--- config.mk ---
export PLATFORM = sky130hd
export DESIGN_NAME = i2c_bit_level_master_unit
export DESIGN_NICKNAME = d
export VERILOG_FILES = /design/src/i2cbm_pkg.sv /design/src/i2cbm_fifo.sv /design/src/i2cbm_front.sv /design/src/i2cbm_engine.sv /design/src/i2c_bit_level_master_unit.sv
export SDC_FILE = /design/constraint.sdc
export NUM_CORES = 1
export LEC_CHECK = 0
export ABC_CLOCK_PERIOD_IN_PS = 2700
export BUFFER_PORTS_ARGS = -buffer_cell sky130_fd_sc_hd__buf_4
export CAP_MARGIN = 15
export CORE_MARGIN = 5
export CORE_UTILIZATION = 40
export DETAILED_ROUTE_END_ITERATION = 10
export GPL_TIMING_DRIVEN = 0
export PLACE_DENSITY = 0.7
export SLEW_MARGIN = 20
export SYNTH_ARGS = -nofsm -noshare
export SYNTH_HDL_FRONTEND = slang
export SYNTH_SLANG_ARGS = --single-unit
--- constraint.sdc ---
create_clock -name clk -period 2.7 [get_ports clk]
set_input_delay 0.27 -clock clk [delete_from_list [all_inputs] [get_ports clk]]
set_output_delay 0.27 -clock clk [all_outputs]
set_load 0.03 [all_outputs]
--- src/i2cbm_pkg.sv ---
// shared types, constants and phase tables of the i2c bit-level master
package i2cbm_pkg;

  typedef enum logic [1:0] {
    MODE_START = 2'd0,
    MODE_STOP  = 2'd1,
    MODE_WRITE = 2'd2,
    MODE_READ  = 2'd3
  } mode_t;

  typedef enum logic {
    ENG_IDLE = 1'b0,
    ENG_BUSY = 1'b1
  } eng_state_t;

  typedef struct packed {
    logic       has_cmd;
    mode_t      mode;
    logic [7:0] tx_byte;
    logic       send_nack;
    logic       sda_in;
  } item_t;

  typedef struct packed {
    logic       scl;
    logic       sda;
    logic       busy;
    logic       done;
    logic [7:0] rx_byte;
    logic       ack;
  } res_t;

  localparam int          ITEM_W          = $bits(item_t);
  localparam int          RES_W           = $bits(res_t);
  localparam int          QUEUE_DEPTH_DEF = 2;
  localparam logic [15:0] PHASE_TICKS_RST = 16'd100;
  localparam logic [7:0]  MSB_MASK        = 8'h80;

  localparam int PHASE_W = 5;
  localparam int TICK_W  = 16;

  // write sequence landmarks
  localparam logic [PHASE_W-1:0] WR_REL_SDA  = 5'd24;
  localparam logic [PHASE_W-1:0] WR_ACK_LOW  = 5'd25;
  localparam logic [PHASE_W-1:0] WR_ACK_HIGH = 5'd26;
  localparam logic [PHASE_W-1:0] WR_ACK_SAMP = 5'd27;

  // read sequence landmarks
  localparam logic [PHASE_W-1:0] RD_REL_SDA  = 5'd0;
  localparam logic [PHASE_W-1:0] RD_SCL_LOW  = 5'd1;
  localparam logic [PHASE_W-1:0] RD_BITS_END = 5'd18;
  localparam logic [PHASE_W-1:0] RD_ACK_DRV  = 5'd18;
  localparam logic [PHASE_W-1:0] RD_ACK_HIGH = 5'd19;
  localparam logic [PHASE_W-1:0] RD_ACK_LOW  = 5'd20;

  localparam logic [1:0] SUB_SETUP = 2'd0;
  localparam logic [1:0] SUB_HIGH  = 2'd1;
  localparam logic [1:0] SUB_SHIFT = 2'd2;

  function automatic logic [PHASE_W-1:0] phase_total(input mode_t m);
    logic [PHASE_W-1:0] n;
    unique case (m)
      MODE_START: n = 5'd2;
      MODE_STOP:  n = 5'd3;
      MODE_WRITE: n = 5'd29;
      MODE_READ:  n = 5'd22;
      default:    n = 5'd2;
    endcase
    return n;
  endfunction

endpackage

--- src/i2cbm_fifo.sv ---
// small word queue between the front, the bus engine and the result side
module i2cbm_fifo #(
  parameter int WIDTH = 8,
  parameter int DEPTH = 2
) (
  input  logic             clk,
  input  logic             rst_n,
  input  logic             wr_en,
  input  logic [WIDTH-1:0] wr_data,
  input  logic             rd_en,
  output logic [WIDTH-1:0] rd_data,
  output logic             full,
  output logic             empty
);

  localparam int PTR_W = (DEPTH > 1) ? $clog2(DEPTH) : 1;
  localparam int CNT_W = $clog2(DEPTH + 1);

  logic [WIDTH-1:0] mem_r [DEPTH];
  logic [PTR_W-1:0] wr_ptr_r, wr_ptr_nxt;
  logic [PTR_W-1:0] rd_ptr_r, rd_ptr_nxt;
  logic [CNT_W-1:0] count_r, count_nxt;
  logic             do_wr, do_rd;

  assign full    = (count_r == CNT_W'(DEPTH));
  assign empty   = (count_r == '0);
  assign do_wr   = wr_en && !full;
  assign do_rd   = rd_en && !empty;
  assign rd_data = mem_r[rd_ptr_r];

  always_comb begin
    wr_ptr_nxt = wr_ptr_r;
    rd_ptr_nxt = rd_ptr_r;
    count_nxt  = count_r;
    if (do_wr) begin
      wr_ptr_nxt = (wr_ptr_r == PTR_W'(DEPTH - 1)) ? '0 : wr_ptr_r + 1'b1;
    end
    if (do_rd) begin
      rd_ptr_nxt = (rd_ptr_r == PTR_W'(DEPTH - 1)) ? '0 : rd_ptr_r + 1'b1;
    end
    if (do_wr && !do_rd) begin
      count_nxt = count_r + 1'b1;
    end else if (do_rd && !do_wr) begin
      count_nxt = count_r - 1'b1;
    end
  end

  always_ff @(posedge clk) begin
    if (!rst_n) begin
      wr_ptr_r <= '0;
      rd_ptr_r <= '0;
      count_r  <= '0;
    end else begin
      wr_ptr_r <= wr_ptr_nxt;
      rd_ptr_r <= rd_ptr_nxt;
      count_r  <= count_nxt;
    end
  end

  always_ff @(posedge clk) begin
    if (do_wr) begin
      mem_r[wr_ptr_r] <= wr_data;
    end
  end

endmodule

--- src/i2cbm_front.sv ---
// input side: accepts tick words and decodes the command they carry
module i2cbm_front (
  input  logic                 push,
  output logic                 full,
  input  logic                 in_cmd_valid,
  input  logic [1:0]           in_mode,
  input  logic [7:0]           in_tx_byte,
  input  logic                 in_send_nack,
  input  logic                 in_sda_in,
  input  logic                 q_full,
  output logic                 q_wr,
  output i2cbm_pkg::item_t     q_item
);
  import i2cbm_pkg::*;

  mode_t mode_dec;

  assign full     = q_full;
  assign q_wr     = push;
  assign mode_dec = mode_t'(in_mode);

  always_comb begin
    q_item.has_cmd   = in_cmd_valid;
    q_item.mode      = mode_dec;
    // payload only matters for the commands that use it
    q_item.tx_byte   = (in_cmd_valid && mode_dec == MODE_WRITE) ? in_tx_byte : '0;
    q_item.send_nack = (in_cmd_valid && mode_dec == MODE_READ) ? in_send_nack : 1'b0;
    q_item.sda_in    = in_sda_in;
  end

endmodule

--- src/i2cbm_engine.sv ---
// bus engine: runs start, stop, write and read phase sequences one tick at a time
module i2cbm_engine (
  input  logic              clk,
  input  logic              rst_n,
  input  logic [15:0]       phase_ticks,
  input  logic              q_empty,
  input  i2cbm_pkg::item_t  q_item,
  output logic              q_rd,
  input  logic              r_full,
  output logic              r_wr,
  output i2cbm_pkg::res_t   r_res
);
  import i2cbm_pkg::*;

  eng_state_t         state_r, state_nxt;
  mode_t              mode_r, mode_nxt;
  logic [PHASE_W-1:0] idx_r, idx_nxt;
  logic [TICK_W-1:0]  tick_r, tick_nxt;
  logic [1:0]         sub_r, sub_nxt;
  logic [7:0]         shift_r, shift_nxt;
  logic               nack_r, nack_nxt;
  logic               scl_r, scl_nxt;
  logic               sda_r, sda_nxt;
  logic [7:0]         rx_r, rx_nxt;
  logic               ack_r, ack_nxt;
  logic               done;

  logic               step;
  logic [TICK_W-1:0]  len;
  logic               phase_end;
  logic [PHASE_W-1:0] idx_inc;
  logic [1:0]         sub_inc;
  logic               seq_end;
  logic               start_cmd;
  logic               enter;

  // phase entry operands
  mode_t              e_mode;
  logic [PHASE_W-1:0] e_p;
  logic [1:0]         e_sub;
  logic [7:0]         e_shift;
  logic               e_nack;
  logic               e_scl, e_sda, e_ack;
  logic [7:0]         e_shift_o;

  assign step      = !q_empty && !r_full;
  assign q_rd      = step;
  assign r_wr      = step;
  assign len       = (phase_ticks == '0) ? TICK_W'(1) : phase_ticks;
  assign phase_end = (tick_r >= len);
  assign idx_inc   = idx_r + 1'b1;
  assign sub_inc   = (sub_r == SUB_SHIFT) ? SUB_SETUP : sub_r + 1'b1;
  assign seq_end   = (idx_inc >= phase_total(mode_r));
  assign start_cmd = (state_r == ENG_IDLE) && q_item.has_cmd;
  assign enter     = start_cmd || ((state_r == ENG_BUSY) && phase_end && !seq_end);

  assign e_mode  = start_cmd ? q_item.mode : mode_r;
  assign e_p     = start_cmd ? '0 : idx_inc;
  assign e_sub   = start_cmd ? SUB_SETUP : sub_inc;
  assign e_shift = start_cmd ? q_item.tx_byte : shift_r;
  assign e_nack  = start_cmd ? q_item.send_nack : nack_r;

  // line actions and sampling of the phase being entered
  always_comb begin
    e_scl     = scl_r;
    e_sda     = sda_r;
    e_ack     = ack_r;
    e_shift_o = e_shift;
    unique case (e_mode)
      MODE_START: begin
        if (e_p == '0) begin
          e_sda = 1'b1;
          e_scl = 1'b1;
        end else begin
          e_sda = 1'b0;
        end
      end
      MODE_STOP: begin
        if (e_p == '0) begin
          e_sda = 1'b0;
        end else if (e_p == PHASE_W'(1)) begin
          e_scl = 1'b1;
        end else begin
          e_sda = 1'b1;
        end
      end
      MODE_WRITE: begin
        if (e_p < WR_REL_SDA) begin
          unique case (e_sub)
            SUB_SETUP: begin
              e_sda = |(e_shift & MSB_MASK);
              e_scl = 1'b0;
            end
            SUB_HIGH: e_scl = 1'b1;
            default: begin
              e_shift_o = {e_shift[6:0], 1'b0};
              e_scl     = 1'b0;
            end
          endcase
        end else if (e_p == WR_REL_SDA) begin
          e_sda = 1'b1;
        end else if (e_p == WR_ACK_LOW) begin
          e_scl = 1'b0;
        end else if (e_p == WR_ACK_HIGH) begin
          e_scl = 1'b1;
        end else if (e_p == WR_ACK_SAMP) begin
          e_ack = q_item.sda_in;
        end else begin
          e_scl = 1'b0;
        end
      end
      MODE_READ: begin
        if (e_p == RD_REL_SDA) begin
          e_sda = 1'b1;
        end else if (e_p == RD_SCL_LOW) begin
          e_scl = 1'b0;
        end else if (e_p < RD_BITS_END) begin
          if (!e_p[0]) begin
            e_scl = 1'b1;
          end else begin
            e_shift_o = {e_shift[6:0], q_item.sda_in};
            e_scl     = 1'b0;
          end
        end else if (e_p == RD_ACK_DRV) begin
          e_sda = e_nack;
        end else if (e_p == RD_ACK_HIGH) begin
          e_scl = 1'b1;
        end else if (e_p == RD_ACK_LOW) begin
          e_scl = 1'b0;
        end else begin
          e_sda = 1'b1;
        end
      end
      default: ;
    endcase
  end

  // next state
  always_comb begin
    state_nxt = state_r;
    unique case (state_r)
      ENG_IDLE: if (q_item.has_cmd) state_nxt = ENG_BUSY;
      ENG_BUSY: if (phase_end && seq_end) state_nxt = ENG_IDLE;
      default:  state_nxt = ENG_IDLE;
    endcase
  end

  // datapath updates
  always_comb begin
    mode_nxt  = mode_r;
    idx_nxt   = idx_r;
    tick_nxt  = tick_r;
    sub_nxt   = sub_r;
    shift_nxt = shift_r;
    nack_nxt  = nack_r;
    scl_nxt   = scl_r;
    sda_nxt   = sda_r;
    rx_nxt    = rx_r;
    ack_nxt   = ack_r;
    done      = 1'b0;
    unique case (state_r)
      ENG_IDLE: begin
        if (q_item.has_cmd) begin
          mode_nxt = q_item.mode;
          nack_nxt = q_item.send_nack;
        end
      end
      ENG_BUSY: begin
        if (phase_end) begin
          if (seq_end) begin
            done     = 1'b1;
            idx_nxt  = '0;
            tick_nxt = '0;
            if (mode_r == MODE_READ) begin
              rx_nxt = shift_r;
            end
          end
        end else begin
          tick_nxt = tick_r + 1'b1;
        end
      end
      default: ;
    endcase
    if (enter) begin
      idx_nxt   = e_p;
      sub_nxt   = e_sub;
      tick_nxt  = TICK_W'(1);
      shift_nxt = e_shift_o;
      scl_nxt   = e_scl;
      sda_nxt   = e_sda;
      ack_nxt   = e_ack;
    end
  end

  always_comb begin
    r_res.scl     = scl_nxt;
    r_res.sda     = sda_nxt;
    r_res.busy    = (state_nxt == ENG_BUSY);
    r_res.done    = done;
    r_res.rx_byte = rx_nxt;
    r_res.ack     = ack_nxt;
  end

  always_ff @(posedge clk) begin
    if (!rst_n) begin
      state_r <= ENG_IDLE;
      mode_r  <= MODE_START;
      idx_r   <= '0;
      tick_r  <= '0;
      sub_r   <= SUB_SETUP;
      shift_r <= '0;
      nack_r  <= 1'b0;
      scl_r   <= 1'b1;
      sda_r   <= 1'b1;
      rx_r    <= '0;
      ack_r   <= 1'b1;
    end else if (step) begin
      state_r <= state_nxt;
      mode_r  <= mode_nxt;
      idx_r   <= idx_nxt;
      tick_r  <= tick_nxt;
      sub_r   <= sub_nxt;
      shift_r <= shift_nxt;
      nack_r  <= nack_nxt;
      scl_r   <= scl_nxt;
      sda_r   <= sda_nxt;
      rx_r    <= rx_nxt;
      ack_r   <= ack_nxt;
    end
  end

`ifndef SYNTHESIS
  a_done_not_busy: assert property (@(posedge clk) disable iff (!rst_n)
    (step && r_res.done) |-> !r_res.busy)
    else $error("done word reports busy");

  a_idx_in_range: assert property (@(posedge clk) disable iff (!rst_n)
    (state_r == ENG_BUSY) |-> (idx_r < phase_total(mode_r)))
    else $error("phase index beyond sequence length");

  a_idle_clear: assert property (@(posedge clk) disable iff (!rst_n)
    (state_r == ENG_IDLE) |-> (tick_r == '0 && idx_r == '0))
    else $error("idle engine holds phase position");

  a_busy_tick: assert property (@(posedge clk) disable iff (!rst_n)
    (state_r == ENG_BUSY) |-> (tick_r != '0))
    else $error("busy engine with zero tick count");
`endif

endmodule

--- src/i2c_bit_level_master_unit.sv ---
// i2c bit-level master: tick input queue, bus engine and result queue
//
// Usage:
//   Each input word is one tick of the bus engine: the sampled SDA level and,
//   while the engine is idle, an optional start, stop, write or read command.
//   Words go in through push/full and every word yields exactly one result
//   word (SCL, SDA, busy, done, received byte, ACK sample) on the result side,
//   taken through empty/pop in input order. APB writes with paddr[2] low set
//   phase_ticks; the user must write it only while idle (unenforced).
// Timing:
//   A pushed word is stored in the input queue, handled combinationally by
//   the engine and stored in the result queue. While the result side has room
//   one word per cycle is sustained, one engine tick per single state update.
//   A command takes phase_ticks times its phase count (2, 3, 29 or 22) ticks.
// Reset:
//   Both queues empty, lines released, ACK hold one, phase_ticks 100.
// Stall:
//   When pop is held low the result queue fills, the engine holds its state,
//   then the input queue fills and full rises; no word is lost or repeated.
module i2c_bit_level_master_unit #(
  parameter int QUEUE_DEPTH = i2cbm_pkg::QUEUE_DEPTH_DEF
) (
  input  logic        clk,
  input  logic        rst_n,
  input  logic        push,
  output logic        full,
  input  logic        in_cmd_valid,
  input  logic [1:0]  in_mode,
  input  logic [7:0]  in_tx_byte,
  input  logic        in_send_nack,
  input  logic        in_sda_in,
  output logic        empty,
  input  logic        pop,
  output logic        out_scl_out,
  output logic        out_sda_out,
  output logic        out_busy_res,
  output logic        out_done_res,
  output logic [7:0]  out_rx_byte,
  output logic        out_ack_bit,
  input  logic        psel,
  input  logic        penable,
  input  logic        pwrite,
  input  logic [2:0]  paddr,
  input  logic [31:0] pwdata,
  output logic [31:0] prdata,
  output logic        pready
);
  import i2cbm_pkg::*;

  logic [15:0]       phase_ticks_r;
  logic              cfg_wr;
  logic              iq_full, iq_empty, iq_wr, iq_rd;
  item_t             iq_wdata, iq_rdata;
  logic              rq_full, rq_wr;
  res_t              rq_wdata, rq_rdata;
  logic [ITEM_W-1:0] iq_rbits;
  logic [RES_W-1:0]  rq_rbits;

  assign pready = 1'b1;
  assign cfg_wr = psel && penable && pwrite && pready && (paddr[2] == 1'b0);
  assign prdata = (paddr[2] == 1'b0) ? {16'd0, phase_ticks_r} : 32'd0;

  always_ff @(posedge clk) begin
    if (!rst_n) begin
      phase_ticks_r <= PHASE_TICKS_RST;
    end else if (cfg_wr) begin
      phase_ticks_r <= pwdata[15:0];
    end
  end

  i2cbm_front u_front (
    .push         (push),
    .full         (full),
    .in_cmd_valid (in_cmd_valid),
    .in_mode      (in_mode),
    .in_tx_byte   (in_tx_byte),
    .in_send_nack (in_send_nack),
    .in_sda_in    (in_sda_in),
    .q_full       (iq_full),
    .q_wr         (iq_wr),
    .q_item       (iq_wdata)
  );

  i2cbm_fifo #(
    .WIDTH (ITEM_W),
    .DEPTH (QUEUE_DEPTH)
  ) u_in_q (
    .clk     (clk),
    .rst_n   (rst_n),
    .wr_en   (iq_wr),
    .wr_data (iq_wdata),
    .rd_en   (iq_rd),
    .rd_data (iq_rbits),
    .full    (iq_full),
    .empty   (iq_empty)
  );

  assign iq_rdata = item_t'(iq_rbits);

  i2cbm_engine u_engine (
    .clk         (clk),
    .rst_n       (rst_n),
    .phase_ticks (phase_ticks_r),
    .q_empty     (iq_empty),
    .q_item      (iq_rdata),
    .q_rd        (iq_rd),
    .r_full      (rq_full),
    .r_wr        (rq_wr),
    .r_res       (rq_wdata)
  );

  i2cbm_fifo #(
    .WIDTH (RES_W),
    .DEPTH (QUEUE_DEPTH)
  ) u_res_q (
    .clk     (clk),
    .rst_n   (rst_n),
    .wr_en   (rq_wr),
    .wr_data (rq_wdata),
    .rd_en   (pop),
    .rd_data (rq_rbits),
    .full    (rq_full),
    .empty   (empty)
  );

  assign rq_rdata     = res_t'(rq_rbits);
  assign out_scl_out  = rq_rdata.scl;
  assign out_sda_out  = rq_rdata.sda;
  assign out_busy_res = rq_rdata.busy;
  assign out_done_res = rq_rdata.done;
  assign out_rx_byte  = rq_rdata.rx_byte;
  assign out_ack_bit  = rq_rdata.ack;

endmodule

* Yosys cells after proc, flatten, opt, wreduce, memory -nomap -nowiden
Memories as Yosys holds them, arrays and structs flattened. A register that Yosys moved wholly into a read port is not among the register bits. Index checks and enable logic that the tools add are counted.
Word-level totals: memories 2, register bits 70, bits in read-only memories 0, bits in latches 0, logic and storage cells 194, memory bits (writable) 52
Memories:
- u_in_q.mem_r | words 2, bits a word 13, rd ports 1, clocked after memory_dff 1, wr ports 1, line i2cbm_fifo.sv:19 | logic [WIDTH-1:0] mem_r [DEPTH];
- u_res_q.mem_r | words 2, bits a word 13, rd ports 1, clocked after memory_dff 1, wr ports 1, line i2cbm_fifo.sv:19
Operators by class: reductions and logical operators 45, multiplexer cells 91, add/sub/neg operators 11, multiply operators 0, div/mod/pow operators 0, equal/unequal tests 21, $lt $le $gt $ge 4, shifts and indexed selects 0, bitwise operators 2
Operators with widths (number):
- $mux 16 | 6
- $mux 8 | 12
- $mux 1 | 56
- $eq 5x5->1 const B | 7
- $mux 5 | 5
- $pmux 5 s4 | 1
- $eq 2x2->1 const B | 9
- $logic_and 1x1->1 | 18
- $add 16x1->16 const B | 1
- $ge 16x16->1 | 1
- $logic_not 16->1 | 1
- $pmux 8 s2 | 1
- $mux 2 | 7
- $logic_not 2->1 | 5
- $lt 5x5->1 const B | 2
- $reduce_bool 2->1 | 5
- $logic_not 1->1 | 9
- $pmux 1 s4 | 2
- $add 2x1->2 const B | 3
- $eq 2x1->1 const B | 3
- $reduce_and 3->1 | 2
- $add 5x1->5 const B | 1
- $eq 5x1->1 const B | 1
- $ge 5x5->1 | 1
- 10 further kinds | 15

* Logic depth before layout (Yosys ltp)
word-level depth 12, mapped depth 13

* By module
From an unflattened synthesis, not the netlist that was laid out.
Unflattened totals: cell total of the unflattened synthesis 685, area, all modules 6926.6 µm²
Modules (own cells, without submodules):
- i2cbm_engine | instances 1, area each 3538.4 µm², seq. area each 920.9 µm², cells an instance 434
- i2cbm_fifo | instances 2, area each 1166.1 µm², seq. area each 880.8 µm², cells an instance 65
- i2c_bit_level_master_unit | instances 1, area each 922.1 µm², seq. area each 320.3 µm², cells an instance 106
- i2cbm_front | instances 1, area each 133.9 µm², seq. area each 0.0 µm², cells an instance 15

* Least setup slack after synthesis
Ideal clock, no wire load.
path type flip-flop to flip-flop, start reg u_engine.idx_r[0], end mem u_res_q.mem_r[0][1] (netlist name), data pin, arrival time 2502 ps, path slack -68 ps, required time 2434 ps, stages on the path, launching flop included 13, cell sequence dfxtp_1 ha_1 buf_6 nand3_1 xor2_2 inv_1 ha_1 nand2_1 o21ai_0 nand2_1 nor2_1 nand2_2 mux2_1
RTL lines:
- start, declared | line i2cbm_engine.sv:17 | logic [PHASE_W-1:0] idx_r, idx_nxt;
- start signal, assigned | line i2cbm_engine.sv:220 | idx_r <= idx_nxt;
- end, declared | line i2cbm_fifo.sv:19

==> results by group <==
Setup path
  • Critical path, cell by cell: nor4_4 -> a41o_1 -> ha_1 -> nor2_1 -> a21oi_1 -> o41a_1 -> o21ai_4 -> buf_12 -> nor2_4 -> nand2_4 -> mux2_4
  • Setup Crit Path Kind: flop to flop
  • Arrival @ worst endpoint: 2.92 ns
  • Startpoint types: flop
  • R2R setup slack: -0.05 ns
  • Crit Reg-Reg Endpoint: u_res_q.mem_r[1][3]
  • CP peak stage delay: 0.43 ns
  • R2R cell count: 11
  • CP endpoint kind: flop
  • Reg-to-reg critical path startpoint: phase_ticks_r[10]
  • Buf/Inv on CP: 1
  • Worst Path Max Fanout: 8
  • Top delay family on crit path: compound AO/OA/AOI/OAI gates
  • CP Data Required Time: 2.87 ns
  • Highest-delay cell along the critical path: o41a_1

Timing
  • Max-slew headroom: 0.506
  • Final hold viol count: 0
  • Final worst slack: -0.0505 ns
  • Post-Route Skew: 0.00724 ns
  • RSZ-0062 raised after global routing: yes
  • Hold Slack: 0.0286 ns
  • Final setup viols: 24
  • Slew Viols, Final: 0
  • Setup TNS: -0.758 ns
  • Worst Tran Pin Value: about 0.74 ns
  • Final Cycle Share: 1.02
  • Upper clock frequency limit: about 360 MHz
  • Final Critical Period: between 2 and 3 ns

Placed design
  • Dpl hpwl: 11400 um
  • PortBufs: 66
  • Placer Congestion: 0.934

Drt
  • Final WL: 16500 um
  • ANT nets after route: 0
  • Initial drt markers: roughly 400
  • Via count: 5450
  • Detail-routed via count per cell: 5.20
  • DRC: 0
  • 1st-pass router iterations: 5
  • Post-DR wirelength/cell: 15.8 um

Job
  • Max Cap Violations: 0

Synthesis
  • Most common cell in the synthesized netlist: nor2_1
  • Yosys reg bits: 124
  • Asr flop ratio synth: 0
  • Cell variety after synth: 78
  • Seq/Total Area, Yosys: 0.457
  • Cell accounting for the most synthesized area: edfxtp_1
  • YS warnings: 0
  • Mean Syn Cell Area: 9.49 um^2
  • Primary FF master, synth: dfxtp_1
  • Top cells by instance count after synthesis: nor2_1, nand2_1, dfxtp_1, edfxtp_1, a21oi_1
  • Post-synth EDFFs: 52
  • Syn Inst Count: 693
  • Mapped Area: roughly 0.0066 mm^2
  • Area contributors post-synth: edfxtp_1, dfxtp_1, ha_1
  • Area fraction of the dominant cell type after synthesis: 0.237

Floorplanning
  • Core Area: 0.0160 mm^2
  • Die height: 138 um
  • Initial Util: 0.411
  • Ports: between 100 and 150
  • Die X: 138 um
  • Row count: 46
  • Die area: 0.0191 mm^2

Clocking
  • CTS tree: built
  • H-tree depth: 4
  • Clock Path Buffers: 2
  • Worst-skew pair later-pin latency: between 0.4 and 0.5 ns
  • Root buffer cell: clkbuf_16
  • Cts hold-fix bufs: 0
  • Sink Count: around 120
  • CTS Buf Count: 17
  • Clock slew at reported path FFs: 0.06 ns

Worst hold path
  • Hold EP: u_in_q.mem_r[0][0]
  • Hold Path Cell Cnt: 1
  • Hold_sp: in_sda_in
  • Hold Path Class: input port to flop

Power and ir drop
  • PwrDens: 899 mW/mm^2
  • Proportion of power drawn by the clock network: 0.310
  • Leak Pwr: 3.40 nW
  • Sw Share: 0.360
  • Design Power: a little under 0.008 W
  • Internal: approximately 0.005 W
  • Register share of total power: 0.339
  • VDD IR-drop max: 0.556 mV
  • Combinational share of power: 0.351
  • Net Sw Power: around 0.0028 W

Run status
  • Status: finished with violations
  • Failing checks: setup timing

Global route
  • Initial antenna violation count: 0
  • Total grt overflow: 0
  • Tot GR Track Use: 0.168
  • Largest net degree at the start of global routing: 17
  • Global-route wire length before repair: 26300 um
  • Number of global-route vias before repair: slightly above 5000

Finish
  • Antenna Cells: 0
  • P&R area growth vs syn: 29.9%
  • Fraction of layout cells with a size suffix above 1: 0.281
  • Nets: 902
-- kinds of logic (layout without fill, tap and decap cells) --
family          Yosys count  after routing  share of synthesized area
xor+xnor                 25             25                     0.0344
simple gates            243            243                      0.176
flops                   124            124                      0.457
compound gates          142            142                      0.141
buf+inv                  83            208                     0.0634
mux                      47             47                     0.0769
fa+ha+maj                27             27                     0.0514
other cells               2             17                    0.00114
-- cell usage in the layout, fill, tap and decap left out, types with 5 or more instances in the layout --
master,instances
a21oi_1,38
nor2_1,76
clkbuf_1,18
nand4_1,8
nor3_1,5
a211oi_1,6
mux2_4,10
mux2_2,15
edfxtp_1,52
mux2i_1,21
buf_2,9
xnor2_1,9
a31oi_1,12
dfxtp_1,66
o21ai_0,16
and3_1,5
inv_1,28
conb_1,17
and2_1,13
o211ai_1,6
ha_1,23
nor2b_1,5
clkbuf_16,17
xor2_1,14
nand2_1,71
o21ai_1,14
buf_6,8
nor4_1,7
buf_4,103
nand3_1,12
-- worst max path at each step --
stage,from,to,cells past startpoint
4_1_cts,phase_ticks_r[12],u_res_q.mem_r[1][5],11
3_3_place_gp,u_engine.idx_r[0],u_engine.idx_r[3],12
3_5_place_dp,u_engine.idx_r[0],u_engine.idx_r[3],13
6_report,phase_ticks_r[10],u_res_q.mem_r[1][3],11
2_1_floorplan,u_engine.idx_r[0],u_engine.idx_r[3],13
5_1_grt,u_engine.idx_r[0],u_engine.idx_r[3],13
-- power by group through the flow --
stage / clock network, W / registers (W) / logic, W
2_1_floorplan: 0 / 0.00254 / 0.00174
3_3_place_gp: 0 / 0.00261 / 0.00234
3_5_place_dp: 0 / 0.00262 / 0.00236
4_1_cts: 0.00241 / 0.00259 / 0.00255
5_1_grt: 0.00249 / 0.00265 / 0.00292
6_report: 0.00238 / 0.00260 / 0.00270
-- stage by stage --
step                cell area [um^2]   util  instances  setup slack [ns]
finish                          8550  0.534       1049           -0.0505
global route                    8550  0.534       1049            -0.164
CTS                             8310  0.519       1038          0.000128
detailed placement              7400  0.463        990            -0.620
global placement                7400  0.463        990            -0.616
floorplan                       6640      -        708           0.00865
-- cell type report --
type,count,area (um^2)
well taps,216,270
inverters,31,116
clock buffers,18,429
flip-flops and latches,124,3020
multi-input cells,501,3460
plain buffers,52,315
fillers,1437,7450
clock inverters,14,185
repair buffers,93,753
-- per-layer routing --
metal  routed length (um)  GRT usage  vias up  share of wire
met5                    0          0        -              0
met4                  447     0.0692        0          0.027
met3                  948     0.0476       37          0.057
met2                 7850      0.264      161           0.47
met1                 7300      0.218     2545           0.44
li1                     -          -     2707              -
-- flip-flops by register name, summed over array words and instances, names as in the netlist, 2 cells and up, named ones only --
name              count
u_engine.idx_r        5
u_in_q.count_r        2
u_engine.sub_r        2
u_engine.mode_r       2
u_res_q.count_r       2
u_engine.shift_r      8
u_in_q.mem_r         26
phase_ticks_r        16
u_engine.tick_r      16
u_engine.rx_r         8
u_res_q.mem_r        26
-- worst register-to-register path, cell delays in order (launching register included) --
cell and delay, ns:
dfxtp_4 0.36, nor4_4 0.25, a41o_1 0.22, ha_1 0.23
nor2_1 0.09, a21oi_1 0.08, o41a_1 0.43, o21ai_4 0.19
buf_12 0.14, nor2_4 0.05, nand2_4 0.15, mux2_4 0.34
-- what timing repair did --
item / in CTS / in global routing
cloned: 1 / 0
pin swaps: 13 / 21
setup endpoints to repair: 59 / 57
gates resized for setup: 32 / 42
buffers inserted: 15 / 11
(Power assumes the default switching activity.)
